File: config.mk
export PLATFORM = sky130hd
export DESIGN_NAME = event_record_decoder_top_flat
export DESIGN_NICKNAME = d
export VERILOG_FILES = /design/src/hw/rtl/erd_pkg.sv /design/src/hw/rtl/erd_stream_if.sv /design/src/hw/rtl/erd_result_if.sv /design/src/hw/rtl/erd_cfg_if.sv /design/src/hw/rtl/event_record_decoder_top.sv /design/src/hw/rtl/erd_cfg_regs.sv /design/src/hw/rtl/erd_parser.sv /design/src/hw/rtl/erd_out_stage.sv /design/src/flat_wrapper.sv
export SDC_FILE = /design/constraint.sdc
export NUM_CORES = 1
export LEC_CHECK = 0
export ABC_AREA = 1
export BUFFER_PORTS_ARGS = -buffer_cell sky130_fd_sc_hd__buf_2
export CORE_ASPECT_RATIO = 1.25
export CORE_MARGIN = 2
export CORE_UTILIZATION = 53
export CTS_BUF_LIST = sky130_fd_sc_hd__clkbuf_4 sky130_fd_sc_hd__clkbuf_8 sky130_fd_sc_hd__clkbuf_16
export DETAILED_ROUTE_END_ITERATION = 8
export GPL_TIMING_DRIVEN = 0
export PLACE_DENSITY = 0.76
export SYNTH_ARGS = -nofsm -noshare
export SYNTH_HDL_FRONTEND = slang
export SYNTH_HIERARCHICAL = 1
export SYNTH_SLANG_ARGS = --single-unit
File: constraint.sdc
create_clock -name clk -period 8 [get_ports clk]
set_input_delay 0.8 -clock clk [delete_from_list [all_inputs] [get_ports clk]]
set_output_delay 0.8 -clock clk [all_outputs]
set_load 0.01 [all_outputs]
File: src/hw/rtl/erd_pkg.sv
package erd_pkg;

  localparam int MAX_PREFIX_BYTES = 4;
  localparam int BODY_BYTES       = 23;
  localparam int HDR_BYTES        = 22;
  localparam int HDR_STORE        = HDR_BYTES - 1;
  localparam int LEN_W            = 28;
  localparam int REC_W            = 29;
  localparam int IDX_W            = 5;
  localparam int CNT_W            = 3;
  localparam int CFG_IDX_W        = 3;
  localparam int CFG_DATA_W       = 8;
  localparam logic [7:0] LOW7_MASK = 8'h7f;
  localparam logic [7:0] CONT_BIT  = 8'h80;
  localparam logic [31:0] P1_MAX   = 32'd127;

  typedef enum logic [2:0] {
    KIND_HEADER      = 3'd0,
    KIND_PAYLOAD     = 3'd1,
    KIND_BAD_CLASS   = 3'd2,
    KIND_SHORT       = 3'd3,
    KIND_PREFIX_LONG = 3'd4
  } erd_kind_t;

  typedef enum logic [CFG_IDX_W-1:0] {
    REG_PREFIXED_MODE = 3'd0,
    REG_SYSEX_TYPE    = 3'd1,
    REG_META_TYPE     = 3'd2,
    REG_NOTE_TYPE     = 3'd3,
    REG_NOTE_OFF_TYPE = 3'd4
  } erd_reg_t;

  typedef struct packed {
    logic       prefixed_mode;
    logic [7:0] sysex_type_code;
    logic [7:0] meta_generic_type_code;
    logic [7:0] note_type_code;
    logic [7:0] note_off_type_code;
  } erd_cfg_t;

  typedef struct packed {
    erd_kind_t          result_kind;
    logic [7:0]         event_type;
    logic [7:0]         channel_number;
    logic [31:0]        tick_time;
    logic [31:0]        length_word;
    logic signed [31:0] first_param;
    logic signed [31:0] second_param;
    logic signed [31:0] third_param;
    logic [7:0]         payload_byte;
    logic [REC_W-1:0]   record_bytes;
    logic               last_of_record;
  } erd_result_t;

endpackage

File: src/hw/rtl/erd_stream_if.sv
interface erd_stream_if;
  logic       valid;
  logic       ready;
  logic [7:0] stream_byte;

  modport source (output valid, output stream_byte, input ready);
  modport sink   (input valid, input stream_byte, output ready);
endinterface

File: src/hw/rtl/erd_result_if.sv
interface erd_result_if;
  import erd_pkg::*;

  logic                 valid;
  logic                 ready;
  erd_kind_t            result_kind;
  logic [7:0]           event_type;
  logic [7:0]           channel_number;
  logic [31:0]          tick_time;
  logic [31:0]          length_word;
  logic signed [31:0]   first_param;
  logic signed [31:0]   second_param;
  logic signed [31:0]   third_param;
  logic [7:0]           payload_byte;
  logic [REC_W-1:0]     record_bytes;
  logic                 last_of_record;

  modport source (
    output valid, output result_kind, output event_type, output channel_number,
    output tick_time, output length_word, output first_param, output second_param,
    output third_param, output payload_byte, output record_bytes, output last_of_record,
    input ready
  );
  modport sink (
    input valid, input result_kind, input event_type, input channel_number,
    input tick_time, input length_word, input first_param, input second_param,
    input third_param, input payload_byte, input record_bytes, input last_of_record,
    output ready
  );
endinterface

File: src/hw/rtl/erd_cfg_if.sv
interface erd_cfg_if;
  import erd_pkg::*;

  logic                  valid;
  logic                  ready;
  logic [CFG_IDX_W-1:0]  index;
  logic [CFG_DATA_W-1:0] data;

  modport source (output valid, output index, output data, input ready);
  modport sink   (input valid, input index, input data, output ready);
endinterface

File: src/hw/rtl/event_record_decoder_top.sv
// A result word is registered and is valid in the cycle after the stream word that causes it is accepted.
// Throughput: one stream word per cycle unless the output stalls; the parse state updates on every accepted word.
// Stream ready drops only while a finished result waits at the output register.
// Reset (rst, synchronous, active high) returns to the record-start state, clears
// counters and the output valid, and loads the default type codes, prefixed mode on.
module event_record_decoder_top (
  input  logic         clk,
  input  logic         rst,
  erd_cfg_if.sink      cfg,
  erd_stream_if.sink   stream,
  erd_result_if.source result
);
  import erd_pkg::*;

  erd_cfg_t    regs;
  erd_result_t res;
  logic        res_valid;
  logic        can_take;
  logic        accept;

  assign stream.ready = can_take;
  assign accept       = stream.valid && can_take;

  erd_cfg_regs u_cfg (
    .clk  (clk),
    .rst  (rst),
    .cfg  (cfg),
    .regs (regs)
  );

  erd_parser u_parser (
    .clk         (clk),
    .rst         (rst),
    .accept      (accept),
    .stream_byte (stream.stream_byte),
    .regs        (regs),
    .res_valid   (res_valid),
    .res         (res)
  );

  erd_out_stage u_out (
    .clk      (clk),
    .rst      (rst),
    .load     (accept && res_valid),
    .res      (res),
    .can_take (can_take),
    .result   (result)
  );

  a_err_last: assert property (@(posedge clk) disable iff (rst)
    result.valid && (result.result_kind == KIND_BAD_CLASS ||
                     result.result_kind == KIND_SHORT ||
                     result.result_kind == KIND_PREFIX_LONG) |-> result.last_of_record)
    else $error("error result not marked last");

  a_hdr_len: assert property (@(posedge clk) disable iff (rst)
    result.valid && result.result_kind == KIND_HEADER |->
      result.record_bytes >= REC_W'(BODY_BYTES))
    else $error("header record length below body size");

  a_payload_only: assert property (@(posedge clk) disable iff (rst)
    result.valid && result.result_kind != KIND_PAYLOAD |-> result.payload_byte == 8'd0)
    else $error("payload byte set on non-payload result");

  a_no_drop: assert property (@(posedge clk) disable iff (rst)
    result.valid && !result.ready |-> !stream.ready)
    else $error("stream accepted while result stalled");

endmodule

File: src/hw/rtl/erd_cfg_regs.sv
module erd_cfg_regs (
  input  logic             clk,
  input  logic             rst,
  erd_cfg_if.sink          cfg,
  output erd_pkg::erd_cfg_t regs
);
  import erd_pkg::*;

  assign cfg.ready = 1'b1;

  always_ff @(posedge clk) begin
    if (rst) begin
      regs.prefixed_mode          <= 1'b1;
      regs.sysex_type_code        <= 8'd0;
      regs.meta_generic_type_code <= 8'd1;
      regs.note_type_code         <= 8'd2;
      regs.note_off_type_code     <= 8'd3;
    end else if (cfg.valid) begin
      case (cfg.index)
        REG_PREFIXED_MODE: regs.prefixed_mode          <= cfg.data[0];
        REG_SYSEX_TYPE:    regs.sysex_type_code        <= cfg.data;
        REG_META_TYPE:     regs.meta_generic_type_code <= cfg.data;
        REG_NOTE_TYPE:     regs.note_type_code         <= cfg.data;
        REG_NOTE_OFF_TYPE: regs.note_off_type_code     <= cfg.data;
        default: ;
      endcase
    end
  end

endmodule

File: src/hw/rtl/erd_parser.sv
module erd_parser (
  input  logic                 clk,
  input  logic                 rst,
  input  logic                 accept,
  input  logic [7:0]           stream_byte,
  input  erd_pkg::erd_cfg_t    regs,
  output logic                 res_valid,
  output erd_pkg::erd_result_t res
);
  import erd_pkg::*;

  typedef enum logic [2:0] {
    PH_START, PH_PREFIX, PH_CLASS, PH_HEADER, PH_PAYLOAD, PH_SKIP, PH_DRAIN
  } phase_t;

  phase_t             phase, phase_next;
  logic [LEN_W-1:0]   prefix_value, prefix_value_next;
  logic [CNT_W-1:0]   prefix_count, prefix_count_next;
  logic [IDX_W-1:0]   hdr_idx, hdr_idx_next;
  logic [LEN_W-1:0]   bytes_left, bytes_left_next;
  logic [7:0]         hdr [HDR_STORE];

  logic [LEN_W-1:0]   cur_pv, cur_bl, pv_shift, bl_dec;
  logic [CNT_W-1:0]   cur_pc, pc_inc;
  logic [IDX_W-1:0]   idx_sel, idx_inc;
  logic               do_prefix, do_class, hdr_we;
  logic [7:0]         type_b;
  logic [31:0]        p1_raw, p1_clamped;
  logic               is_note, varlen;

  assign cur_pv   = (phase == PH_START) ? '0 : prefix_value;
  assign cur_pc   = (phase == PH_START) ? '0 : prefix_count;
  assign cur_bl   = (phase == PH_START) ? '0 : bytes_left;
  assign pv_shift = {cur_pv[LEN_W-8:0], stream_byte[6:0] & LOW7_MASK[6:0]};
  assign pc_inc   = cur_pc + CNT_W'(1);
  assign bl_dec   = (cur_bl == '0) ? '0 : cur_bl - LEN_W'(1);
  assign idx_sel  = (hdr_idx >= IDX_W'(HDR_STORE)) ? IDX_W'(HDR_STORE) : hdr_idx;
  assign idx_inc  = idx_sel + IDX_W'(1);
  assign do_prefix = ((phase == PH_START) && regs.prefixed_mode) || (phase == PH_PREFIX);
  assign do_class  = ((phase == PH_START) && !regs.prefixed_mode) || (phase == PH_CLASS);
  assign hdr_we    = accept && (phase == PH_HEADER) && (idx_sel != IDX_W'(HDR_STORE));

  assign type_b  = hdr[0];
  assign p1_raw  = {hdr[13], hdr[12], hdr[11], hdr[10]};
  assign is_note = (type_b == regs.note_type_code) || (type_b == regs.note_off_type_code);
  assign varlen  = (type_b == regs.sysex_type_code) || (type_b == regs.meta_generic_type_code);

  always_comb begin
    p1_clamped = p1_raw;
    if (is_note) begin
      if (p1_raw[31]) begin
        p1_clamped = '0;
      end else if (p1_raw > P1_MAX) begin
        p1_clamped = P1_MAX;
      end
    end
  end

  always_comb begin
    phase_next        = phase;
    prefix_value_next = cur_pv;
    prefix_count_next = cur_pc;
    bytes_left_next   = cur_bl;
    hdr_idx_next      = hdr_idx;
    res_valid         = 1'b0;
    res               = '0;
    res.result_kind   = KIND_HEADER;

    if (do_prefix) begin
      prefix_value_next = pv_shift;
      prefix_count_next = pc_inc;
      if ((stream_byte & CONT_BIT) != 8'd0) begin
        if (pc_inc >= CNT_W'(MAX_PREFIX_BYTES)) begin
          phase_next         = PH_DRAIN;
          res_valid          = 1'b1;
          res.result_kind    = KIND_PREFIX_LONG;
          res.last_of_record = 1'b1;
        end else begin
          phase_next = PH_PREFIX;
        end
      end else begin
        bytes_left_next = pv_shift;
        if (pv_shift < LEN_W'(BODY_BYTES)) begin
          phase_next         = (pv_shift != '0) ? PH_SKIP : PH_START;
          res_valid          = 1'b1;
          res.result_kind    = KIND_SHORT;
          res.last_of_record = 1'b1;
        end else begin
          phase_next = PH_CLASS;
        end
      end
    end else if (do_class) begin
      bytes_left_next = bl_dec;
      if (stream_byte != 8'd0) begin
        phase_next         = (bl_dec != '0) ? PH_SKIP : PH_START;
        res_valid          = 1'b1;
        res.result_kind    = KIND_BAD_CLASS;
        res.last_of_record = 1'b1;
      end else begin
        hdr_idx_next = '0;
        phase_next   = PH_HEADER;
      end
    end else begin
      case (phase)
        PH_HEADER: begin
          hdr_idx_next    = idx_inc;
          bytes_left_next = bl_dec;
          if (idx_inc >= IDX_W'(HDR_BYTES)) begin
            res_valid          = 1'b1;
            res.result_kind    = KIND_HEADER;
            res.event_type     = type_b;
            res.channel_number = hdr[1];
            res.tick_time      = {hdr[5], hdr[4], hdr[3], hdr[2]};
            res.length_word    = {hdr[9], hdr[8], hdr[7], hdr[6]};
            res.first_param    = p1_clamped;
            res.second_param   = {hdr[17], hdr[16], hdr[15], hdr[14]};
            res.third_param    = {stream_byte, hdr[20], hdr[19], hdr[18]};
            res.record_bytes   = (cur_pc != '0) ?
                                 ({1'b0, cur_pv} + REC_W'(cur_pc)) : REC_W'(BODY_BYTES);
            if (varlen && (bl_dec != '0)) begin
              phase_next = PH_PAYLOAD;
            end else begin
              phase_next         = (bl_dec != '0) ? PH_SKIP : PH_START;
              res.last_of_record = 1'b1;
            end
          end
        end
        PH_PAYLOAD: begin
          bytes_left_next    = bl_dec;
          res_valid          = 1'b1;
          res.result_kind    = KIND_PAYLOAD;
          res.payload_byte   = stream_byte;
          res.last_of_record = (bl_dec == '0);
          if (bl_dec == '0) begin
            phase_next = PH_START;
          end
        end
        PH_SKIP: begin
          bytes_left_next = bl_dec;
          if (bl_dec == '0) begin
            phase_next = PH_START;
          end
        end
        PH_DRAIN: begin
          if ((stream_byte & CONT_BIT) == 8'd0) begin
            phase_next = PH_START;
          end
        end
        default: begin
          phase_next = PH_START;
        end
      endcase
    end
  end

  always_ff @(posedge clk) begin
    if (rst) begin
      phase        <= PH_START;
      prefix_value <= '0;
      prefix_count <= '0;
      hdr_idx      <= '0;
      bytes_left   <= '0;
    end else if (accept) begin
      phase        <= phase_next;
      prefix_value <= prefix_value_next;
      prefix_count <= prefix_count_next;
      hdr_idx      <= hdr_idx_next;
      bytes_left   <= bytes_left_next;
    end
  end

  always_ff @(posedge clk) begin
    if (hdr_we) begin
      hdr[idx_sel] <= stream_byte;
    end
  end

endmodule

File: src/hw/rtl/erd_out_stage.sv
module erd_out_stage (
  input  logic                 clk,
  input  logic                 rst,
  input  logic                 load,
  input  erd_pkg::erd_result_t res,
  output logic                 can_take,
  erd_result_if.source         result
);
  import erd_pkg::*;

  logic        valid;
  erd_result_t data;

  assign can_take = !valid || result.ready;

  always_ff @(posedge clk) begin
    if (rst) begin
      valid <= 1'b0;
    end else if (load) begin
      valid <= 1'b1;
    end else if (result.ready) begin
      valid <= 1'b0;
    end
  end

  always_ff @(posedge clk) begin
    if (load) begin
      data <= res;
    end
  end

  assign result.valid          = valid;
  assign result.result_kind    = data.result_kind;
  assign result.event_type     = data.event_type;
  assign result.channel_number = data.channel_number;
  assign result.tick_time      = data.tick_time;
  assign result.length_word    = data.length_word;
  assign result.first_param    = data.first_param;
  assign result.second_param   = data.second_param;
  assign result.third_param    = data.third_param;
  assign result.payload_byte   = data.payload_byte;
  assign result.record_bytes   = data.record_bytes;
  assign result.last_of_record = data.last_of_record;

endmodule

File: src/flat_wrapper.sv
// flat-port wrapper written by rule: the top's interface ports become plain ports
module event_record_decoder_top_flat import erd_pkg::*;
  (clk, rst, cfg_valid, cfg_index, cfg_data, cfg_ready, stream_valid, stream_stream_byte, stream_ready, result_valid, result_result_kind, result_event_type, result_channel_number, result_tick_time, result_length_word, result_first_param, result_second_param, result_third_param, result_payload_byte, result_record_bytes, result_last_of_record, result_ready);
  erd_cfg_if cfg_i ();
  erd_stream_if stream_i ();
  erd_result_if result_i ();
  input  logic clk;
  input  logic rst;
  input wire logic [$bits(cfg_i.valid)-1:0] cfg_valid;
  input wire logic [$bits(cfg_i.index)-1:0] cfg_index;
  input wire logic [$bits(cfg_i.data)-1:0] cfg_data;
  output wire logic [$bits(cfg_i.ready)-1:0] cfg_ready;
  input wire logic [$bits(stream_i.valid)-1:0] stream_valid;
  input wire logic [$bits(stream_i.stream_byte)-1:0] stream_stream_byte;
  output wire logic [$bits(stream_i.ready)-1:0] stream_ready;
  output wire logic [$bits(result_i.valid)-1:0] result_valid;
  output wire logic [$bits(result_i.result_kind)-1:0] result_result_kind;
  output wire logic [$bits(result_i.event_type)-1:0] result_event_type;
  output wire logic [$bits(result_i.channel_number)-1:0] result_channel_number;
  output wire logic [$bits(result_i.tick_time)-1:0] result_tick_time;
  output wire logic [$bits(result_i.length_word)-1:0] result_length_word;
  output wire logic [$bits(result_i.first_param)-1:0] result_first_param;
  output wire logic [$bits(result_i.second_param)-1:0] result_second_param;
  output wire logic [$bits(result_i.third_param)-1:0] result_third_param;
  output wire logic [$bits(result_i.payload_byte)-1:0] result_payload_byte;
  output wire logic [$bits(result_i.record_bytes)-1:0] result_record_bytes;
  output wire logic [$bits(result_i.last_of_record)-1:0] result_last_of_record;
  input wire logic [$bits(result_i.ready)-1:0] result_ready;
  assign cfg_i.valid = cfg_valid;
  assign cfg_i.index = cfg_index;
  assign cfg_i.data = cfg_data;
  assign cfg_ready = cfg_i.ready;
  assign stream_i.valid = stream_valid;
  assign stream_i.stream_byte = stream_stream_byte;
  assign stream_ready = stream_i.ready;
  assign result_valid = result_i.valid;
  assign result_result_kind = result_i.result_kind;
  assign result_event_type = result_i.event_type;
  assign result_channel_number = result_i.channel_number;
  assign result_tick_time = result_i.tick_time;
  assign result_length_word = result_i.length_word;
  assign result_first_param = result_i.first_param;
  assign result_second_param = result_i.second_param;
  assign result_third_param = result_i.third_param;
  assign result_payload_byte = result_i.payload_byte;
  assign result_record_bytes = result_i.record_bytes;
  assign result_last_of_record = result_i.last_of_record;
  assign result_i.ready = result_ready;
  event_record_decoder_top u_core (.clk(clk), .rst(rst), .cfg(cfg_i), .stream(stream_i), .result(result_i));
endmodule
==> flow_metrics.env, run 1 <==
export IMPL_outcome="completed"
export IMPL_clk_pin_slew_ns=0.06
export IMPL_most_used_flip_flop_cell_after_synthesis="sky130_fd_sc_hd__edfxtp_1"
export IMPL_timing_final_crit_share_pct=62.8
export IMPL_cp_data_arrival_time_ns=5.27
export IMPL_postCtsSetupRepairBufs=0
export IMPL_p_sw_share_pct=26.6
export IMPL_placeableCoreArea_um2=38900
export IMPL_internal_power_consumption_mw=4.45
export IMPL_synth_yosys_warnings=6
export IMPL_cts_max_path_buffers=3
export IMPL_hold_viol=0
export IMPL_detail_route_wl_per_cell_um=20.0
export IMPL_post_route_cells_drive_above_1_share_pct=17.9
export IMPL_powerDensity_nw_per_um2=249
export IMPL_boundaryPins=244
export IMPL_count_of_nets_left_with_antenna_violations_after_detail_routing=0
export IMPL_total_gr_overflow=0
export IMPL_grt_pass1_vias=15800
export IMPL_critPathTopFamily="buffers and inverters"
export IMPL_setup_violations=0
export IMPL_clock_insertion_delay_worst_skew_ns=0.57
export IMPL_p_switching_mw=1.61
export IMPL_cp_slowest_stage_delay_ns=0.37
export IMPL_startpoint_type="flip-flop"
export IMPL_asyncSetResetFlopFracSynth_pct=0
export IMPL_grt_first_pass_wirelength_um=86800
export IMPL_worst_slew_margin_rel_pct=33.2
export IMPL_grt_start_max_net_pins=40
export IMPL_holdBufCountCts=0
export IMPL_area_delta_synth_final_pct=17.3
export IMPL_critical_path_cell_chain="nor2_2 > nand2_4 > inv_2 > buf_2 > buf_2 > nor2_1 > inv_1 > nand4_1 > nor2_1 > nand2_1 > nor2_1 > nand3_1 > nand2_1 > nor2_1 > nand3_1 > inv_1 > nor2_4 > buf_12 > buf_16 > buf_16 > buf_12 > buf_12 > buf_12"
export IMPL_number_of_max_cap_violations=0
export IMPL_synth_seq_area_share_pct=65.3
export IMPL_final_nets=2355
export IMPL_power_clock_fraction_pct=37.7
export IMPL_totalNegativeSetupSlack_ns=0
export IMPL_ir_drop_uv=188
export IMPL_detail_route_vias_per_cell=5.49
export IMPL_syn_num_nets=2057
export IMPL_hp_class="primary input to flip-flop"
export IMPL_crit_buf_inv=11
export IMPL_yosys_cell_types_count=52
export IMPL_syn_avg_cell_area_um2=10.3
export IMPL_max_freq_mhz=199
export IMPL_fp_dieW_um=181
export IMPL_insertedDiodeCount=0
export IMPL_cp_required_ns=8.24
export IMPL_tightest_slew_ns=0.999
export IMPL_synthCells=2022
export IMPL_final_max_slew_viol_count=0
export IMPL_routed_via_count=15700
export IMPL_sequentialPowerShare_pct=47.8
export IMPL_dpl_worst_slack_ns=3.09
export IMPL_detail_route_drc_violations=0
export IMPL_ctsResizeCount=0
export IMPL_slowest_stage="sky130_fd_sc_hd__dfxtp_1"
export IMPL_drtIter0Drc=1703
export IMPL_rows=81
export IMPL_routed_wirelength_um=57200
export IMPL_grt_total_usage_pct=27.7
export IMPL_die_height_um=225
export IMPL_antenna_found_initial=0
export IMPL_cts_tree="yes"
export IMPL_synth_edf_count=385
export IMPL_cts_root_buffer_cell="sky130_fd_sc_hd__clkbuf_16"
export IMPL_critPathMaxFanout=38
export IMPL_path_class="flip-flop to flip-flop"
export IMPL_grt_setup_unrepaired="no"
export IMPL_fin_skew_ns=0.0232
export IMPL_combinational_power_share_pct=14.6
export IMPL_min_period_ns=5.03
export IMPL_smallest_setup_slack_after_layout_ns=2.97
export IMPL_syn_cell_area_um2=20800
export IMPL_numCtsBuffers=46
export IMPL_gpl_final_weighted_congestion=0.950
export IMPL_ys_ff_latch=486
export IMPL_hpwlAfterDp_um=39800
export IMPL_critical_path_endpoint_type="flip-flop"
export IMPL_floorplan_initialDensity_pct=53.4
export IMPL_leakagePower_nw=10.0
export IMPL_cts_htree_levels=2
export IMPL_die_area_um2=40800
export IMPL_numClockSinks=486
export IMPL_drt_pre_antenna_iters=5
export IMPL_port_buffer_count=242
-- per-stage QoR --
| step | hold slack [ns] | power, mW | util, % | instances | instance area, µm² |
|---|---|---|---|---|---|
| 2_1_floorplan | 0.441 | 3.48 | - | 2022 | 20800 |
| 5_1_grt | 0.456 | 6.27 | 62.7 | 2856 | 24400 |
| 3_3_place_gp | 0.452 | 3.80 | 58.2 | 2762 | 22600 |
| 3_5_place_dp | 0.460 | 3.81 | 58.6 | 2769 | 22800 |
| 6_report | 0.451 | 6.06 | 62.7 | 2856 | 24400 |
| 4_1_cts | 0.436 | 6.08 | 62.6 | 2855 | 24400 |
-- cells in the final DEF (no fill, tap or decap), drive strengths merged, types with 3 or more instances in the layout --
master,synthesis,layout
o21ai,71,71
nand3,97,97
edfxtp,385,385
bufinv,0,7
xnor2,26,26
o2111ai,3,3
xor2,22,22
nor3b,3,3
nand2,293,293
clkbuf,43,102
nor4,8,8
a21oi,61,61
o211ai,9,9
ha,10,10
a211oi,7,7
clkinvlp,0,3
nand4,26,26
a22oi,5,5
nor3,31,31
o221ai,11,11
dfxtp,101,101
clkinv,6,22
a221oi,30,30
or2,6,6
buf,30,279
nor2,407,407
inv,317,319
-- logic make-up after synthesis --
kind of cell               count (synthesis)  synth area share [%]
other                                      1                0.0180
and+or+nand+nor                          872                  18.1
AOI/OAI and AO/OA                        208                  6.38
buffers and inverters                    396                  7.50
adders and majority gates                 11                 0.698
xor gates and xnor gates                  48                  2.02
DFF                                      486                  65.3
-- per-layer routing --
metal,share of wire (%),vias up,track usage (%)
met1,38,7513,33.1
met2,51,729,50.2
met5,0,-,0
li1,-,7296,-
met4,3.4,0,11.5
met3,6.6,130,4.02
-- area by class of cell --
cell class	count	area [µm²]
plain buffers	73	347
fillers	3103	14500
repair buffers	250	1370
clock inverters	28	334
well taps	498	623
clock buffers	58	1260
flip-flops and latches	486	13600
multi-input cells	1140	5660
inverters	323	1210
-- sequential cells by signal (all words and copies together), names as in the netlist --
register                            flops
u_core/u_out/result.last_of_record      1
u_core/u_parser/prefix_value           28
u_core/u_out/result.result_kind         3
u_core/u_out/result.second_param       32
u_core/u_cfg/regs                      33
u_core/u_out/result.tick_time          32
u_core/u_parser/phase                   3
u_core/u_parser/bytes_left             28
u_core/u_parser/hdr                   168
u_core/u_out/result.third_param        32
u_core/u_out/result.record_bytes       29
u_core/u_out/result.channel_number      8
u_core/u_parser/prefix_count            3
u_core/u_out/result.event_type          8
u_core/u_out/result.valid               1
u_core/u_out/result.first_param        32
u_core/u_parser/hdr_idx                 5
u_core/u_out/result.length_word        32
u_core/u_out/result.payload_byte        8
-- Yosys cell counts (all sizes together) (3+ instances only) --
cell type    n  area, µm²
nor2       407       1640
edfxtp     385      11600
inv        317       1190
nand2      293       1160
dfxtp      101       2020
nand3       97        495
o21ai       71        389
a21oi       61        309
clkbuf      43        161
nor3        31        165
a221oi      30        263
buf         30        185
nand4       26        163
xnor2       26        228
xor2        22        193
o221ai      11       96.3
ha          10        125
o211ai       9       67.6
nor4         8       56.3
a211oi       7       52.6
clkinv       6       22.5
or2          6       37.5
a22oi        5       37.5
nor3b        3       22.5
o2111ai      3       26.3
-- path summary, 6_finish.rpt --
path,from,end,slack [ns],depth (start not counted)
min reg2reg,u_core/u_parser/prefix_count[2]$_SDFFE_PP0P_,u_core/u_parser/prefix_count[2]$_SDFFE_PP0P_,0.47,2
min,rst,u_core/u_out/result.valid$_SDFFE_PP0P_,0.45,2
max reg2reg,u_core/u_parser/phase[2]$_SDFFE_PP0P_,u_core/u_out/result.first_param[7]$_DFFE_PP_,2.97,23
max,u_core/u_parser/phase[2]$_SDFFE_PP0P_,u_core/u_out/result.first_param[7]$_DFFE_PP_,2.97,23
-- power groups by stage --
stage	registers (mW)	logic, mW	clock network (mW)
floorplan	2.99	0.494	0
global route	2.90	0.957	2.41
detailed placement	2.95	0.865	0
CTS	2.90	0.870	2.32
global placement	2.96	0.834	0
finish	2.90	0.883	2.28
-- worst register-to-register path, stage by stage, from the launching register on --
cell and delay (ns):
sky130_fd_sc_hd__dfxtp_1 0.37, sky130_fd_sc_hd__nor2_2 0.16, sky130_fd_sc_hd__nand2_4 0.15, sky130_fd_sc_hd__inv_2 0.14, sky130_fd_sc_hd__buf_2 0.32, sky130_fd_sc_hd__buf_2 0.34
sky130_fd_sc_hd__nor2_1 0.18, sky130_fd_sc_hd__inv_1 0.17, sky130_fd_sc_hd__nand4_1 0.11, sky130_fd_sc_hd__nor2_1 0.18, sky130_fd_sc_hd__nand2_1 0.13, sky130_fd_sc_hd__nor2_1 0.16
sky130_fd_sc_hd__nand3_1 0.19, sky130_fd_sc_hd__nand2_1 0.15, sky130_fd_sc_hd__nor2_1 0.06, sky130_fd_sc_hd__nand3_1 0.08, sky130_fd_sc_hd__inv_1 0.12, sky130_fd_sc_hd__nor2_4 0.29
sky130_fd_sc_hd__buf_12 0.24, sky130_fd_sc_hd__buf_16 0.22, sky130_fd_sc_hd__buf_16 0.19, sky130_fd_sc_hd__buf_12 0.23, sky130_fd_sc_hd__buf_12 0.25, sky130_fd_sc_hd__buf_12 0.26
(Power assumes the default switching activity.)
==> run 2, diff against run 1 <==
--- a/config.mk
+++ b/config.mk
@@ -9,11 +9,11 @@
 export BUFFER_PORTS_ARGS = -buffer_cell sky130_fd_sc_hd__buf_2
 export CORE_ASPECT_RATIO = 1.25
 export CORE_MARGIN = 2
-export CORE_UTILIZATION = 53
+export CORE_UTILIZATION = 58
 export CTS_BUF_LIST = sky130_fd_sc_hd__clkbuf_4 sky130_fd_sc_hd__clkbuf_8 sky130_fd_sc_hd__clkbuf_16
 export DETAILED_ROUTE_END_ITERATION = 8
 export GPL_TIMING_DRIVEN = 0
-export PLACE_DENSITY = 0.76
+export PLACE_DENSITY = 0.79
 export SYNTH_ARGS = -nofsm -noshare
 export SYNTH_HDL_FRONTEND = slang
 export SYNTH_HIERARCHICAL = 1
==> constraint.sdc (replaced) <==
create_clock -name clk -period 5 [get_ports clk]
set_input_delay 0.5 -clock clk [delete_from_list [all_inputs] [get_ports clk]]
set_output_delay 0.5 -clock clk [all_outputs]
set_load 0.01 [all_outputs]
==> flow_metrics.env, run 2 (synthesis gave the netlist of run 1 again) <==
export IMPL_powerDensity_nw_per_um2=385
export IMPL_cts_root_buffer_cell="sky130_fd_sc_hd__clkbuf_16"
export IMPL_dpl_worst_slack_ns=0.411
export IMPL_rows=77
export IMPL_min_period_ns=4.72
export IMPL_detail_route_drc_violations=0
export IMPL_timing_critical_path_from="u_core/u_parser/phase[1]$_SDFFE_PP0P_"
export IMPL_postCtsSetupRepairBufs=0
export IMPL_floorplan_initialDensity_pct=58.8
export IMPL_tightest_slew_ns=1.35
export IMPL_power_clock_fraction_pct=35.1
export IMPL_total_gr_overflow=0
export IMPL_internal_power_consumption_mw=6.83
export IMPL_setup_violations=0
export IMPL_numClockSinks=486
export IMPL_design_power_total_mw=9.31
export IMPL_path_class="flip-flop to flip-flop"
export IMPL_final_common_cell="sky130_fd_sc_hd__edfxtp_1"
export IMPL_final_nets=2352
export IMPL_insertedDiodeCount=0
export IMPL_hold_viol=0
export IMPL_p_sw_share_pct=26.7
export IMPL_combinational_power_share_pct=15.2
export IMPL_clk_pin_slew_ns=0.06
export IMPL_worst_slew_margin_rel_pct=9.29
export IMPL_p_switching_mw=2.48
export IMPL_met1_length_um=21100
export IMPL_port_buffer_count=242
export IMPL_timing_final_crit_share_pct=94.4
export IMPL_routed_wirelength_um=54500
export IMPL_hold_path_startpoint="rst"
export IMPL_reg_largest_list="u_core/u_parser/hdr: 168 flops, u_core/u_cfg/regs: 33 flops"
export IMPL_layout_core_utilization_pct=68.5
export IMPL_numCtsBuffers=45
export IMPL_layout_common_cells="385 x sky130_fd_sc_hd__edfxtp_1, 383 x sky130_fd_sc_hd__nor2_1, 302 x sky130_fd_sc_hd__inv_1"
export IMPL_hp_class="primary input to flip-flop"
export IMPL_final_max_slew_viol_count=0
export IMPL_cp_required_ns=5.28
export IMPL_highest_layer="met4"
export IMPL_leakagePower_nw=9.94
export IMPL_hpwlAfterDp_um=37500
export IMPL_dr_wl_met2_um=27200
export IMPL_drtIter0Drc=1582
export IMPL_grt_pass1_vias=14900
export IMPL_cts_max_path_buffers=3
export IMPL_post_route_cells_drive_above_1_share_pct=18.2
export IMPL_holdBufCountCts=0
export IMPL_max_freq_mhz=212
export IMPL_drt_pre_antenna_iters=5
export IMPL_critical_path_endpoint_type="flip-flop"
export IMPL_outcome="completed"
export IMPL_number_of_max_cap_violations=0
export IMPL_ir_drop_uv=255
export IMPL_fin_skew_ns=0.0172
export IMPL_clock_insertion_delay_worst_skew_ns=0.55
export IMPL_sequentialPowerShare_pct=49.7
export IMPL_fp_dieW_um=173
export IMPL_largest_register_ff_count=168
export IMPL_grt_setup_unrepaired="no"
export IMPL_smallest_setup_slack_after_layout_ns=0.278
export IMPL_area_delta_synth_final_pct=16.5
export IMPL_gpl_final_weighted_congestion=0.969
export IMPL_routed_via_count=15400
export IMPL_placeableCoreArea_um2=35400
export IMPL_antenna_found_initial=0
export IMPL_totalNegativeSetupSlack_ns=0
export IMPL_cts_tree="yes"
export IMPL_r2r_start="u_core/u_parser/phase[1]$_SDFFE_PP0P_"
export IMPL_registers_top_by_ff_count="u_core/u_parser/hdr"
export IMPL_boundaryPins=244
export IMPL_critPathMaxFanout=10
export IMPL_cp_data_arrival_time_ns=5.01
export IMPL_grt_start_max_net_pins=42
export IMPL_ctsResizeCount=0
export IMPL_detail_route_wl_per_cell_um=19.3
export IMPL_detail_route_vias_per_cell=5.47
export IMPL_die_area_um2=37400
export IMPL_grt_total_usage_pct=29.0
export IMPL_die_height_um=216
export IMPL_count_of_nets_left_with_antenna_violations_after_detail_routing=0
export IMPL_cts_htree_levels=2
export IMPL_dr_wl_met3_um=3920
export IMPL_startpoint_type="flip-flop"
export IMPL_grt_first_pass_wirelength_um=83000
-- run 2: final cells by class --
class	instances	area [µm²]
Fill cell	2579	11100
Inverter	323	1210
Clock inverter	19	154
Tap cell	474	593
Multi-Input combinational cell	1140	5700
Timing Repair Buffer	248	1350
Sequential cell	486	13600
Clock buffer	59	1250
Buffer	73	363
-- run 2: worst paths after layout --
path	end	slack [ns]	depth (start not counted)
min reg2reg	u_core/u_parser/prefix_count[2]$_SDFFE_PP0P_	0.47	2
max reg2reg	u_core/u_out/result.record_bytes[24]$_DFFE_PP_	0.28	26
max	u_core/u_out/result.record_bytes[24]$_DFFE_PP_	0.28	26
min	u_core/u_out/result.valid$_SDFFE_PP0P_	0.15	2
-- run 2: per-layer routing --
| layer | global-route usage, % | vias to the layer above |
|---|---|---|
| li1 | - | 7274 |
| met1 | 36.4 | 7237 |
| met2 | 50.9 | 778 |
| met3 | 3.42 | 152 |
| met4 | 12.5 | 0 |
| met5 | 0 | - |
-- run 2: critical path: stages (launching register included) --
cell and delay [ns]:
sky130_fd_sc_hd__dfxtp_2 0.37, sky130_fd_sc_hd__inv_2 0.07, sky130_fd_sc_hd__nand2_4 0.18, sky130_fd_sc_hd__buf_8 0.21, sky130_fd_sc_hd__buf_6 0.18, sky130_fd_sc_hd__buf_6 0.20, sky130_fd_sc_hd__buf_6 0.19, sky130_fd_sc_hd__nand2_1 0.11
sky130_fd_sc_hd__inv_1 0.19, sky130_fd_sc_hd__ha_1 0.21, sky130_fd_sc_hd__inv_1 0.05, sky130_fd_sc_hd__fa_1 0.37, sky130_fd_sc_hd__or2_2 0.32, sky130_fd_sc_hd__nand2_1 0.10, sky130_fd_sc_hd__nand2_2 0.07, sky130_fd_sc_hd__nor3_2 0.20
sky130_fd_sc_hd__nand2_1 0.12, sky130_fd_sc_hd__nor2_2 0.21, sky130_fd_sc_hd__nand2_2 0.11, sky130_fd_sc_hd__nor2_2 0.14, sky130_fd_sc_hd__nand2_1 0.08, sky130_fd_sc_hd__nor2_2 0.10, sky130_fd_sc_hd__nand2_1 0.12, sky130_fd_sc_hd__nor2_4 0.15
sky130_fd_sc_hd__nand3_2 0.11, sky130_fd_sc_hd__xor2_1 0.24, sky130_fd_sc_hd__nor2_2 0.05
-- run 2: per-stage QoR --
stage	hold slack [ns]	instances	area [µm²]
2_1_floorplan	0.441	2022	20900
3_3_place_gp	0.452	2738	22700
3_5_place_dp	0.459	2744	22800
4_1_cts	0.138	2822	24200
5_1_grt	0.148	2822	24200
6_report	0.154	2822	24200
-- run 2: power groups by stage --
stage                     Clock [mW]  Sequential [mW]  Combinational, mW
after floorplan                    0             4.78              0.797
after global placement             0             4.74               1.34
after detailed placement           0             4.71               1.38
after CTS                       3.31             4.63               1.39
after global routing            3.46             4.64               1.52
final                           3.27             4.63               1.41
